===== config.mk =====
export PLATFORM = sky130hd
export DESIGN_NAME = min_tracking_stack_flat
export DESIGN_NICKNAME = d
export VERILOG_FILES = /design/src/hw/rtl/mts_pkg.sv /design/src/hw/rtl/mts_if.sv /design/src/hw/rtl/mts_ram.sv /design/src/hw/rtl/mts_ctrl.sv /design/src/hw/rtl/mts_dp.sv /design/src/hw/rtl/min_tracking_stack.sv /design/src/flat_wrapper.sv
export SDC_FILE = /design/constraint.sdc
export NUM_CORES = 2
export LEC_CHECK = 0
export BUFFER_PORTS_ARGS = -buffer_cell sky130_fd_sc_hd__buf_2
export CAP_MARGIN = 5
export CORE_ASPECT_RATIO = 0.6
export CORE_MARGIN = 3
export CORE_UTILIZATION = 50
export CTS_BUF_LIST = sky130_fd_sc_hd__clkbuf_16
export DETAILED_ROUTE_END_ITERATION = 16
export PLACE_DENSITY = 0.65
export SLEW_MARGIN = 5
export SYNTH_ARGS = -nofsm -noshare
export SYNTH_HDL_FRONTEND = slang
export SYNTH_MEMORY_MAX_BITS = 65536
export SYNTH_SLANG_ARGS = --single-unit

===== constraint.sdc =====
create_clock -name clk -period 8.65 [get_ports clk]
set_input_delay 1.2975 -clock clk [delete_from_list [all_inputs] [get_ports clk]]
set_output_delay 1.2975 -clock clk [all_outputs]
set_load 0.03 [all_outputs]

===== src/hw/rtl/mts_pkg.sv =====
// shared constants, codes and types for the min tracking stack
// no dependencies; compiled first
package mts_pkg;

	localparam int DEF_STACK_DEPTH = 64;
	localparam int DEF_VALUE_WIDTH = 32;

	localparam logic OP_PUSH = 1'b0;
	localparam logic OP_POP  = 1'b1;

	typedef enum logic [1:0] {
		STAT_OK         = 2'd0,
		STAT_POP_EMPTY  = 2'd1,
		STAT_PUSH_FULL  = 2'd2
	} status_t;

	typedef enum logic [1:0] {
		ST_IDLE = 2'b01,
		ST_EXEC = 2'b10
	} ctrl_state_t;

	// controller to datapath commands
	typedef struct packed {
		logic accept;
		logic commit;
	} mts_cmd_t;

endpackage


===== src/hw/rtl/mts_if.sv =====
// request and response channel interfaces for the min tracking stack
// depends on mts_pkg
interface mts_req_if #(
	parameter int VALUE_WIDTH = mts_pkg::DEF_VALUE_WIDTH
);
	logic                          valid;
	logic                          ready;
	logic                          op;
	logic signed [VALUE_WIDTH-1:0] value;

	modport source (output valid, output op, output value, input ready);
	modport sink   (input valid, input op, input value, output ready);
endinterface

interface mts_rsp_if #(
	parameter int VALUE_WIDTH = mts_pkg::DEF_VALUE_WIDTH,
	parameter int DEPTH_WIDTH = $clog2(mts_pkg::DEF_STACK_DEPTH + 1)
);
	logic                          valid;
	logic                          ready;
	logic signed [VALUE_WIDTH-1:0] top_value;
	logic signed [VALUE_WIDTH-1:0] min_value;
	logic [DEPTH_WIDTH-1:0]        depth_used;
	logic                          is_empty;
	logic [1:0]                    status;

	modport source (output valid, output top_value, output min_value, output depth_used,
		output is_empty, output status, input ready);
	modport sink   (input valid, input top_value, input min_value, input depth_used,
		input is_empty, input status, output ready);
endinterface


===== src/hw/rtl/mts_ram.sv =====
// generic single write port, single read port ram with registered read
// no dependencies
module mts_ram #(
	parameter int WIDTH = 32,
	parameter int DEPTH = 64
) (
	input  logic                     clk,
	input  logic                     we,
	input  logic [$clog2(DEPTH)-1:0] waddr,
	input  logic [WIDTH-1:0]         wdata,
	input  logic                     re,
	input  logic [$clog2(DEPTH)-1:0] raddr,
	output logic [WIDTH-1:0]         rdata
);
	logic [WIDTH-1:0] mem [DEPTH];

	always_ff @(posedge clk) begin
		if (we) begin
			mem[waddr] <= wdata;
		end
		if (re) begin
			rdata <= mem[raddr];
		end
	end
endmodule


===== src/hw/rtl/mts_ctrl.sv =====
// controller for the min tracking stack: sequences accept, execute and response
// depends on mts_pkg
module mts_ctrl (
	input  logic             clk,
	input  logic             arst_n,
	input  logic             req_valid,
	output logic             req_ready,
	output logic             rsp_valid,
	input  logic             rsp_ready,
	output mts_pkg::mts_cmd_t cmd
);
	import mts_pkg::*;

	ctrl_state_t state_q, state_nxt;
	logic        rsp_valid_q;

	assign req_ready  = (state_q == ST_IDLE);
	assign cmd.accept = req_valid && req_ready;
	// the result register must be free or draining before a commit
	assign cmd.commit = (state_q == ST_EXEC) && (!rsp_valid_q || rsp_ready);
	assign rsp_valid  = rsp_valid_q;

	always_comb begin
		state_nxt = state_q;
		unique case (state_q)
			ST_IDLE: begin
				if (cmd.accept) state_nxt = ST_EXEC;
			end
			ST_EXEC: begin
				if (cmd.commit) state_nxt = ST_IDLE;
			end
			default: state_nxt = ST_IDLE;
		endcase
	end

	always_ff @(posedge clk or negedge arst_n) begin
		if (!arst_n) begin
			state_q     <= ST_IDLE;
			rsp_valid_q <= 1'b0;
		end else begin
			state_q <= state_nxt;
			if (cmd.commit) begin
				rsp_valid_q <= 1'b1;
			end else if (rsp_ready) begin
				rsp_valid_q <= 1'b0;
			end
		end
	end
endmodule


===== src/hw/rtl/mts_dp.sv =====
// datapath for the min tracking stack: pointers, cached tops, stack memories, result register
// depends on mts_pkg and mts_ram
module mts_dp #(
	parameter int STACK_DEPTH = mts_pkg::DEF_STACK_DEPTH,
	parameter int VALUE_WIDTH = mts_pkg::DEF_VALUE_WIDTH
) (
	input  logic                                     clk,
	input  logic                                     arst_n,
	input  mts_pkg::mts_cmd_t                        cmd,
	input  logic                                     req_op,
	input  logic signed [VALUE_WIDTH-1:0]            req_value,
	output logic signed [VALUE_WIDTH-1:0]            top_value,
	output logic signed [VALUE_WIDTH-1:0]            min_value,
	output logic [$clog2(STACK_DEPTH+1)-1:0]         depth_used,
	output logic                                     is_empty,
	output logic [1:0]                               status
);
	import mts_pkg::*;

	localparam int PTR_W = $clog2(STACK_DEPTH + 1);
	localparam int AW    = $clog2(STACK_DEPTH);
	localparam int AUX_W = VALUE_WIDTH + PTR_W;

	logic [PTR_W-1:0]              vp_q, mp_q, nxt_vp, nxt_mp;
	logic                          op_q;
	logic signed [VALUE_WIDTH-1:0] value_q, top_q, min_num_q, nxt_top, nxt_mn;
	logic [PTR_W-1:0]              min_cnt_q, nxt_mc;
	status_t                       nxt_status;

	logic                          vram_we, aram_we;
	logic [PTR_W-1:0]              vram_rptr, aram_rptr, aram_wptr;
	logic [VALUE_WIDTH-1:0]        vram_rdata;
	logic [AUX_W-1:0]              aram_rdata;
	logic signed [VALUE_WIDTH-1:0] below_top, below_min;
	logic [PTR_W-1:0]              below_cnt;

	// entries below the cached tops are fetched on accept
	assign vram_rptr = vp_q - PTR_W'(2);
	assign aram_rptr = mp_q - PTR_W'(2);
	assign aram_wptr = mp_q - PTR_W'(1);

	assign below_top = vram_rdata;
	assign below_min = aram_rdata[AUX_W-1:PTR_W];
	assign below_cnt = aram_rdata[PTR_W-1:0];

	mts_ram #(.WIDTH(VALUE_WIDTH), .DEPTH(STACK_DEPTH)) u_value_ram (
		.clk   (clk),
		.we    (vram_we),
		.waddr (vp_q[AW-1:0]),
		.wdata (value_q),
		.re    (cmd.accept),
		.raddr (vram_rptr[AW-1:0]),
		.rdata (vram_rdata)
	);

	// auxiliary stack holds (minimum, count) pairs below the cached one
	mts_ram #(.WIDTH(AUX_W), .DEPTH(STACK_DEPTH)) u_min_ram (
		.clk   (clk),
		.we    (aram_we),
		.waddr (aram_wptr[AW-1:0]),
		.wdata ({min_num_q, min_cnt_q}),
		.re    (cmd.accept),
		.raddr (aram_rptr[AW-1:0]),
		.rdata (aram_rdata)
	);

	always_comb begin
		nxt_vp     = vp_q;
		nxt_mp     = mp_q;
		nxt_top    = top_q;
		nxt_mn     = min_num_q;
		nxt_mc     = min_cnt_q;
		nxt_status = STAT_OK;
		vram_we    = 1'b0;
		aram_we    = 1'b0;
		if (op_q == OP_PUSH) begin
			if (vp_q == PTR_W'(STACK_DEPTH)) begin
				nxt_status = STAT_PUSH_FULL;
			end else begin
				vram_we = cmd.commit;
				nxt_top = value_q;
				nxt_vp  = vp_q + PTR_W'(1);
				if (mp_q == '0) begin
					nxt_mn = value_q;
					nxt_mc = PTR_W'(1);
					nxt_mp = PTR_W'(1);
				end else if (value_q < min_num_q) begin
					// push the cached pair down, new minimum becomes the cache
					aram_we = cmd.commit;
					nxt_mn  = value_q;
					nxt_mc  = PTR_W'(1);
					nxt_mp  = mp_q + PTR_W'(1);
				end else if (value_q == min_num_q) begin
					nxt_mc = min_cnt_q + PTR_W'(1);
				end
			end
		end else begin
			if (vp_q == '0) begin
				nxt_status = STAT_POP_EMPTY;
			end else begin
				nxt_top = below_top;
				nxt_vp  = vp_q - PTR_W'(1);
				if (min_num_q == top_q) begin
					if (min_cnt_q <= PTR_W'(1)) begin
						nxt_mp = mp_q - PTR_W'(1);
						nxt_mn = below_min;
						nxt_mc = below_cnt;
					end else begin
						nxt_mc = min_cnt_q - PTR_W'(1);
					end
				end
			end
		end
	end

	always_ff @(posedge clk or negedge arst_n) begin
		if (!arst_n) begin
			vp_q <= '0;
			mp_q <= '0;
		end else if (cmd.commit) begin
			vp_q <= nxt_vp;
			mp_q <= nxt_mp;
		end
	end

	always_ff @(posedge clk) begin
		if (cmd.accept) begin
			op_q    <= req_op;
			value_q <= req_value;
		end
		if (cmd.commit) begin
			top_q      <= nxt_top;
			min_num_q  <= nxt_mn;
			min_cnt_q  <= nxt_mc;
			top_value  <= (nxt_vp == '0) ? {VALUE_WIDTH{1'b1}} : nxt_top;
			min_value  <= (nxt_vp == '0) ? {VALUE_WIDTH{1'b1}} : nxt_mn;
			depth_used <= nxt_vp;
			is_empty   <= (nxt_vp == '0);
			status     <= nxt_status;
		end
	end
endmodule


===== src/hw/rtl/min_tracking_stack.sv =====
// min tracking stack: push/pop of signed values, reports top, minimum and depth
// a request is accepted in ST_IDLE, its stack ram reads are registered, and it commits from ST_EXEC
// into the output register, held back while the previous result still waits there
// requests are taken one at a time: a new request is accepted only after the current one commits
// a new request is taken while the previous result still waits in the output register
// reset clears the stack pointers and handshake state; ram contents are not cleared
// depends on mts_pkg, mts_if, mts_ram, mts_ctrl, mts_dp
module min_tracking_stack #(
	parameter int STACK_DEPTH = mts_pkg::DEF_STACK_DEPTH,
	parameter int VALUE_WIDTH = mts_pkg::DEF_VALUE_WIDTH
) (
	input  logic      clk,
	input  logic      arst_n,
	mts_req_if.sink   req,
	mts_rsp_if.source rsp
);
	import mts_pkg::*;

	mts_cmd_t cmd;

	mts_ctrl u_ctrl (
		.clk       (clk),
		.arst_n    (arst_n),
		.req_valid (req.valid),
		.req_ready (req.ready),
		.rsp_valid (rsp.valid),
		.rsp_ready (rsp.ready),
		.cmd       (cmd)
	);

	mts_dp #(.STACK_DEPTH(STACK_DEPTH), .VALUE_WIDTH(VALUE_WIDTH)) u_dp (
		.clk        (clk),
		.arst_n     (arst_n),
		.cmd        (cmd),
		.req_op     (req.op),
		.req_value  (req.value),
		.top_value  (rsp.top_value),
		.min_value  (rsp.min_value),
		.depth_used (rsp.depth_used),
		.is_empty   (rsp.is_empty),
		.status     (rsp.status)
	);
endmodule


===== src/flat_wrapper.sv =====
// flat-port wrapper written by rule: the top's interface ports become plain ports
module min_tracking_stack_flat import mts_pkg::*;
#(
	parameter int STACK_DEPTH = mts_pkg::DEF_STACK_DEPTH,
	parameter int VALUE_WIDTH = mts_pkg::DEF_VALUE_WIDTH
)
  (clk, arst_n, req_valid, req_op, req_value, req_ready, rsp_valid, rsp_top_value, rsp_min_value, rsp_depth_used, rsp_is_empty, rsp_status, rsp_ready);
  mts_req_if #(.VALUE_WIDTH(VALUE_WIDTH)) req_i ();
  mts_rsp_if #(.VALUE_WIDTH(VALUE_WIDTH), .DEPTH_WIDTH(($clog2((DEF_STACK_DEPTH) + 1)))) rsp_i ();
  input  logic clk;
  input  logic arst_n;
  input wire logic [$bits(req_i.valid)-1:0] req_valid;
  input wire logic [$bits(req_i.op)-1:0] req_op;
  input wire logic [$bits(req_i.value)-1:0] req_value;
  output wire logic [$bits(req_i.ready)-1:0] req_ready;
  output wire logic [$bits(rsp_i.valid)-1:0] rsp_valid;
  output wire logic [$bits(rsp_i.top_value)-1:0] rsp_top_value;
  output wire logic [$bits(rsp_i.min_value)-1:0] rsp_min_value;
  output wire logic [$bits(rsp_i.depth_used)-1:0] rsp_depth_used;
  output wire logic [$bits(rsp_i.is_empty)-1:0] rsp_is_empty;
  output wire logic [$bits(rsp_i.status)-1:0] rsp_status;
  input wire logic [$bits(rsp_i.ready)-1:0] rsp_ready;
  assign req_i.valid = req_valid;
  assign req_i.op = req_op;
  assign req_i.value = req_value;
  assign req_ready = req_i.ready;
  assign rsp_valid = rsp_i.valid;
  assign rsp_top_value = rsp_i.top_value;
  assign rsp_min_value = rsp_i.min_value;
  assign rsp_depth_used = rsp_i.depth_used;
  assign rsp_is_empty = rsp_i.is_empty;
  assign rsp_status = rsp_i.status;
  assign rsp_i.ready = rsp_ready;
  min_tracking_stack #(.STACK_DEPTH(STACK_DEPTH), .VALUE_WIDTH(VALUE_WIDTH)) u_core (.clk(clk), .arst_n(arst_n), .req(req_i), .rsp(rsp_i));
endmodule

# [Word-level counts from Yosys, hierarchy flattened]
# Memory sizes are Yosys's and may differ from the RTL's. A register that Yosys moved wholly into a read port is not among the register bits.
# Cells that the tools add are included.
[classes] add_sub_neg=8 n_lt_le_gt_ge=2 eq_ne=11 n_mux=46 n_reduce_logical=13
[op_table] op="32-bit two-way mux" n=10
[op_table] op="7-bit two-way mux" n=18
[op_table] op="32-bit equality test" n=2
[op_table] op="32-bit less-than comparator" n=1
[op_table] op="7-bit by 1-bit adder with 7-bit output, second input constant" n=3
[op_table] op="7-bit logical NOT" n=3
[op_table] op="7-bit by 1-bit subtractor with 7-bit output, second input constant" n=3
[op_table] op="1-bit two-way mux" n=13
[op_table] op="6-bit by 2-bit subtractor with 6-bit output, second input constant" n=2
[op_table] op="2-bit two-way mux" n=4
[op_table] op="2-bit inequality test, second input constant" n=4
[op_table] op="7-bit equality test, second input constant" n=1
[op_table] op="7-bit by 1-bit less-or-equal comparator with 1-bit output, second input constant" n=1
[op_table] op="6-bit AND reduction" n=1
[op_table] op="5-bit AND reduction" n=1
[op_table] op="2-bit by 1-bit inequality test with 1-bit output, second input constant" n=2
[op_table] op="2-bit one-hot mux with 2 select lines" n=1
[op_table] op="4-bit nonzero test" n=1
[op_table] op="3-bit nonzero test" n=1
[op_table] op="2-bit by 1-bit equality test with 1-bit output, second input constant" n=1
[op_table] op="2-bit equality test, second input constant" n=1
[op_table] op="1-bit logical AND" n=2
[op_table] op="2-bit AND reduction" n=1
[op_table] op="2-bit nonzero test" n=1
[op_table] op="2 further kinds" n=2
[word_totals] ff_bits=195 ram_bits=4544 inputBits=37 memories=2
[memory_table] memory="u_core.u_dp.u_min_ram.mem" depth=64 word_bits=39 read_ports=1 rd_ports_with_merged_regs=1 wr=1 line="mts_ram.sv:15" text="logic [WIDTH-1:0] mem [DEPTH];"
[memory_table] memory="u_core.u_dp.u_value_ram.mem" depth=64 word_bits=32 read_ports=1 rd_ports_with_merged_regs=1 wr=1 line="mts_ram.sv:15"

# [Logic depth before layout (Yosys ltp)]
[logic_depth] ltp_word=9 mapped_depth=16 depth_no_buf=10

# [By module]
# A second synthesis with hierarchy kept.
[hier_totals] hier_cells=8442 area_unflattened_um2=185670.6
[by_module_without_submodules] module="mts_ram at u_core.u_dp.u_min_ram" n_inst=1 cells_each=4059 area_per_inst_um2=95743.1 seq_area_each_um2=76123.0
[by_module_without_submodules] module="mts_ram at u_core.u_dp.u_value_ram" n_inst=1 cells_each=3324 area_per_inst_um2=78835.6 seq_area_each_um2=62459.9
[by_module_without_submodules] module="mts_dp" n_inst=1 cells_each=1048 area_per_inst_um2=10961.8 seq_area_each_um2=5695.5
[by_module_without_submodules] module="mts_ctrl" n_inst=1 cells_each=11 area_per_inst_um2=130.1 seq_area_each_um2=76.3

# [Worst setup path after synthesis]
# Ideal clock, no wire load.
[synth_path] kind="input-to-reg" from="in rsp_ready" to="mem u_core.u_dp.u_value_ram.mem[22][0] (netlist: u_core.u_dp.u_value_ram.mem[11][0]), enable pin" t_arrival_ps=8174 setup_slack_ps=55 path_stages=6 path_buffers=1 path_cell_list="nand2b_1 > nand2_1 > inv_1 > clkbuf_1 > nand4_1 > nor2_1"
[synth_rtl] element="start: declaration" line="flat_wrapper.sv:22" text="input wire logic [$bits(rsp_i.ready)-1:0] rsp_ready;"
[synth_rtl] element="end: declaration" line="mts_ram.sv:15"

# [Worst setup path after layout]
[layout_path] from="reg u_core.u_dp.min_num_q[31]" to="mem u_core.u_dp.u_min_ram.mem[43][13] (netlist bit), enable pin"
[layout_via] elab_chain_cells=7
[layout_rtl] element="start: declaration" line="mts_dp.sv:26" text="logic signed [VALUE_WIDTH-1:0] value_q, top_q, min_num_q, nxt_top, nxt_mn;"
[layout_rtl] element="start signal: assignment" line="mts_dp.sv:133" text="min_num_q <= nxt_mn;"
[layout_rtl] element="32-bit less-than comparator" line="mts_dp.sv:87" text="end else if (value_q < min_num_q) begin"
[layout_rtl] element="1-bit two-way mux" line="mts_dp.sv:87"
[layout_rtl] element="1-bit two-way mux" line="mts_dp.sv:83" text="if (mp_q == '0) begin"
[layout_rtl] element="1-bit two-way mux" line="mts_dp.sv:77" text="if (vp_q == PTR_W'(STACK_DEPTH)) begin"
[layout_rtl] element="1-bit two-way mux" line="mts_dp.sv:76" text="if (op_q == OP_PUSH) begin"
[layout_rtl] element="1-bit two-way mux" line="mts_ram.sv:18" text="if (we) begin"
[layout_rtl] element="1-bit two-way mux (implied by the code)" line="mts_ram.sv:19" text="mem[waddr] <= wdata;"
[layout_rtl] element="end: declaration" line="mts_ram.sv:15"
# Every way passes these cells.

==> impl_metrics.sql <==
INSERT INTO impl_metrics (metric_group, metric, value, unit) VALUES
('status', 'result_of_the_run', 'finished clean', ''),
('logic_synthesis', 'synth_edf_count', '4793', ''),
('global_route', 'via_count_of_the_first_global_routing_pass', '85900', ''),
('critical_path', 'r2r_depth', '12', ''),
('timing', 'rsz_0062_raised_after_global_routing', 'false', ''),
('timing', 'upper_clock_frequency_limit', '0.150', 'GHz'),
('critical_path', 'worst-endpoint-arrival', '7.29', 'ns'),
('clock_network', 'cts_tree', 'built', ''),
('critical_path', 'setup.reg_to_reg.worst_slack', '1.99', 'ns'),
('drt', 'viasPerCell', '6.72', ''),
('critical_path', 'critical_path_buf_inv_count', '3', ''),
('global_route', 'grt_remaining_overflow', '0', ''),
('final_layout', 'final_layout_size_suffix_gt1_share', '31.3', '%'),
('timing', 'report.final.slew_viol_count', '0', ''),
('power_and_ir_drop', 'powerDensity', '310', 'nW/um2'),
('placement', 'last_weighted_congestion_value_of_the_routability_driven_placer', '0.906', ''),
('drt', 'wl', '523', 'mm'),
('floorplan', 'die_width', '791', 'um'),
('critical_path', 'path_delay_family', 'simple AND/OR/NAND/NOR gates', ''),
('global_route', 'antenna_violations_before_repair', '53', ''),
('floorplan', 'die_height', '477', 'um'),
('timing', 'setup_tns', '0', 'ns'),
('timing', 'report.final.hold_viol_count', '0', ''),
('critical_path', 'cp_max_stage_cell', 'sky130_fd_sc_hd__nor2_4', ''),
('drt', 'post_detailed_route_wirelength_per_cell', '39.3', 'um'),
('placement', 'detailed_place_hpwl', '311', 'mm'),
('critical_path', 'cpPeakStageDelay', '1.23', 'ns'),
('critical_path', 'worst-setup-path-type', 'flip-flop to flip-flop', ''),
('timing', 'worst_clock_skew', '0.0724', 'ns'),
('worst_hold_path', 'worstHoldPathType', 'input port to asynchronous set/reset pin', ''),
('logic_synthesis', 'mappedNetlistArea', '185000', 'um2'),
('global_route', 'grt_pass1_wl', '720', 'mm'),
('floorplan', 'design.die.area', '378000', 'um2'),
('final_layout', 'area.growth.synth_to_final', '11.8', '%'),
('clock_network', 'cts_resizes', '0', ''),
('critical_path', 'worstReg2RegStart', 'u_core.u_dp.min_num_q[31]', ''),
('global_route', 'grt.total_usage', '27.6', '%'),
('critical_path', 'timing.critical_path.to_type', 'flip-flop', ''),
('floorplan', 'core_region_area', '367000', 'um2'),
('clock_network', 'depth_of_the_cts_h_tree', '5', ''),
('logic_synthesis', 'postSynth.asyncResetShare', '0.353', '%'),
('timing', 'fin_crit', '6.66', 'ns'),
('logic_synthesis', 'seq_area_frac_synth', '78.0', '%'),
('global_route', 'grt_max_degree', '131', ''),
('logic_synthesis', 'ys_warn_count', '0', ''),
('floorplan', 'boundaryPins', '113', ''),
('clock_network', 'clock_latency', '0.97', 'ns'),
('logic_synthesis', 'netlist.top_cell.by_area', 'sky130_fd_sc_hd__edfxtp_1', ''),
('floorplan', 'std_cell_rows', '172', ''),
('power_and_ir_drop', 'cellLeakagePower', '64.4', 'nW'),
('clock_network', 'post_cts.repair.setup_buffers', '0', ''),
('logic_synthesis', 'synth-seq-cells', '4810', ''),
('clock_network', 'cts-root-to-sink-buffers', '4', ''),
('drt', 'drc', '0', ''),
('drt', 'vias', '89600', ''),
('final_layout', 'layout.nets', '8172', ''),
('critical_path', 'worst-path-stages', '12', ''),
('power_and_ir_drop', 'worst_ir_drop_vdd', '0.000418', 'V'),
('logic_synthesis', 'synthDistinctLibCells', '72', ''),
('clock_network', 'cts.sink_count', '4810', ''),
('critical_path', 'worstReg2RegEnd', 'u_core.u_dp.u_min_ram.mem[43][13]', ''),
('floorplan', 'floorplan.initialDensity', '50.4', '%'),
('flow_run', 'maxCapViolations', '0', ''),
('clock_network', 'cts.reportedPaths.clkPinSlew', '0.06', 'ns'),
('clock_network', 'numCtsBuffers', '426', ''),
('drt', 'detailedRoute.firstIterationViolations', '15500', ''),
('timing', 'max-slew-margin-rel', '5.45', '%'),
('logic_synthesis', 'post_synth_inst_count', '7648', ''),
('timing', 'setup_violations', '0', ''),
('critical_path', 'timing.critical_path.from_type', 'flip-flop', ''),
('critical_path', 'crit_required', '9.28', 'ns');
layout make-up:
cell class                 count  area [um2]  area share, %
antenna                       31        77.6         0.0375
clock buffer                 434       10900           5.25
clock inverter               329        2480           1.20
inverter                      71         274          0.132
multi-input combinational   2368       39800           19.2
sequential                  4810      144000           69.7
tap                         4872        6100           2.94
timing repair buffer         411        3020           1.46
cell families after synthesis:
kind of cell	after synthesis	share of synthesized area (%)
buf+inv	470	1.08
fa+ha+maj	47	0.318
xor+xnor	59	0.283
compound gates	257	1.02
simple gates	500	1.31
mux	1505	18.0
flops	4810	78.0
synthesized netlist by cell type, types with 23 or more instances:
cell type	n
sky130_fd_sc_hd__edfxtp_1	4793
sky130_fd_sc_hd__mux4_2	1456
sky130_fd_sc_hd__clkbuf_1	205
sky130_fd_sc_hd__nor2_1	154
sky130_fd_sc_hd__buf_2	143
sky130_fd_sc_hd__nand2_1	135
sky130_fd_sc_hd__inv_1	70
sky130_fd_sc_hd__nand3_1	48
sky130_fd_sc_hd__ha_1	47
sky130_fd_sc_hd__a21oi_1	46
sky130_fd_sc_hd__nand2b_1	45
sky130_fd_sc_hd__buf_1	42
sky130_fd_sc_hd__mux2i_1	36
sky130_fd_sc_hd__o221ai_1	36
sky130_fd_sc_hd__o21ai_0	35
sky130_fd_sc_hd__nor2b_1	30
sky130_fd_sc_hd__xnor2_1	29
sky130_fd_sc_hd__xor2_1	29
sky130_fd_sc_hd__a211oi_1	25
sky130_fd_sc_hd__a22oi_1	23
sequential cells by signal (all words and copies together) (netlist names), 32 cells and up:
name and cells:
u_core.u_dp.top_q 32, u_core.u_dp.top_value 32, u_core.u_dp.u_value_ram.mem 2048, u_core.u_dp.u_value_ram.rdata 32, u_core.u_dp.u_min_ram.rdata 39, u_core.u_dp.value_q 32
u_core.u_dp.min_value 32, u_core.u_dp.min_num_q 32, u_core.u_dp.u_min_ram.mem 2496
worst reg2reg max path, stage by stage, from the launching register on:
cell and delay, ns:
sky130_fd_sc_hd__edfxtp_1 0.32, sky130_fd_sc_hd__buf_4 0.70, sky130_fd_sc_hd__inv_1 0.22, sky130_fd_sc_hd__ha_1 0.46, sky130_fd_sc_hd__and4_4 0.26, sky130_fd_sc_hd__nand4_1 0.25
sky130_fd_sc_hd__o21ai_0 0.26, sky130_fd_sc_hd__a2111oi_4 0.63, sky130_fd_sc_hd__a21o_1 0.23, sky130_fd_sc_hd__and2_4 0.37, sky130_fd_sc_hd__nand4_1 0.96, sky130_fd_sc_hd__nor2_4 1.25
sky130_fd_sc_hd__buf_4 0.44
layout by cell type (no fill, tap or decap), types with 21 or more instances in the layout:
cell | synthesis | final
sky130_fd_sc_hd__a211oi_1 | 25 | 24
sky130_fd_sc_hd__a21oi_1 | 46 | 46
sky130_fd_sc_hd__a22oi_1 | 23 | 23
sky130_fd_sc_hd__buf_2 | 143 | 112
sky130_fd_sc_hd__buf_4 | 3 | 281
sky130_fd_sc_hd__bufinv_16 | 0 | 35
sky130_fd_sc_hd__clkbuf_16 | 0 | 434
sky130_fd_sc_hd__clkinv_1 | 1 | 117
sky130_fd_sc_hd__clkinv_2 | 0 | 79
sky130_fd_sc_hd__diode_2 | 0 | 31
sky130_fd_sc_hd__edfxtp_1 | 4793 | 4793
sky130_fd_sc_hd__ha_1 | 47 | 45
sky130_fd_sc_hd__inv_1 | 70 | 134
sky130_fd_sc_hd__mux2i_1 | 36 | 35
sky130_fd_sc_hd__mux4_2 | 1456 | 1456
sky130_fd_sc_hd__nand2_1 | 135 | 132
sky130_fd_sc_hd__nand2b_1 | 45 | 45
sky130_fd_sc_hd__nand3_1 | 48 | 45
sky130_fd_sc_hd__nand4_1 | 21 | 21
sky130_fd_sc_hd__nor2_1 | 154 | 25
sky130_fd_sc_hd__nor2_4 | 1 | 130
sky130_fd_sc_hd__nor2b_1 | 30 | 30
sky130_fd_sc_hd__o211ai_1 | 21 | 21
sky130_fd_sc_hd__o21ai_0 | 35 | 35
sky130_fd_sc_hd__o221ai_1 | 36 | 36
sky130_fd_sc_hd__xnor2_1 | 29 | 26
sky130_fd_sc_hd__xor2_1 | 29 | 27
worst max path at each step:
stage                                         end                       from  slack (ns)
5_1_grt         u_core.u_dp.u_min_ram.mem[43][11]  u_core.u_dp.min_num_q[31]        1.91
2_1_floorplan  u_core.u_dp.u_value_ram.mem[11][0]                  rsp_ready        0.05
6_report        u_core.u_dp.u_min_ram.mem[43][13]  u_core.u_dp.min_num_q[31]        1.99
4_1_cts         u_core.u_dp.u_min_ram.mem[43][18]  u_core.u_dp.min_num_q[31]        2.20
3_3_place_gp    u_core.u_dp.u_min_ram.mem[43][11]  u_core.u_dp.min_num_q[31]        2.36
3_5_place_dp    u_core.u_dp.u_min_ram.mem[43][12]  u_core.u_dp.min_num_q[31]        2.24
routing by layer:
metal  vias up  wire length, um  GRT usage [%]
li1      33900                -              -
met1     48500           208000           42.7
met2      6305           220000           37.6
met3       817            76300           9.43
met4        14            18800           7.79
met5         -               89              0
power breakdown:
group | internal (mW) | switching, mW
registers | 26.2 | 0.515
clock network | 10.1 | 8.44
logic | 8.18 | 10.6
through the flow:
step                      utilization, %  cell area [um2]  hold WS, ns  setup WS (ns)  instances
after CTS                           56.3           207000        0.296           2.20      13300
final                               56.4           207000        0.341           1.99      13300
after global routing                56.3           207000        0.339           1.91      13300
after floorplan                        -           185000        0.468         0.0548       7648
after global placement              52.7           194000        0.495           2.36      12500
after detailed placement            52.7           194000        0.508           2.24      12500
Note: power is estimated with default switching activity, not from simulation.
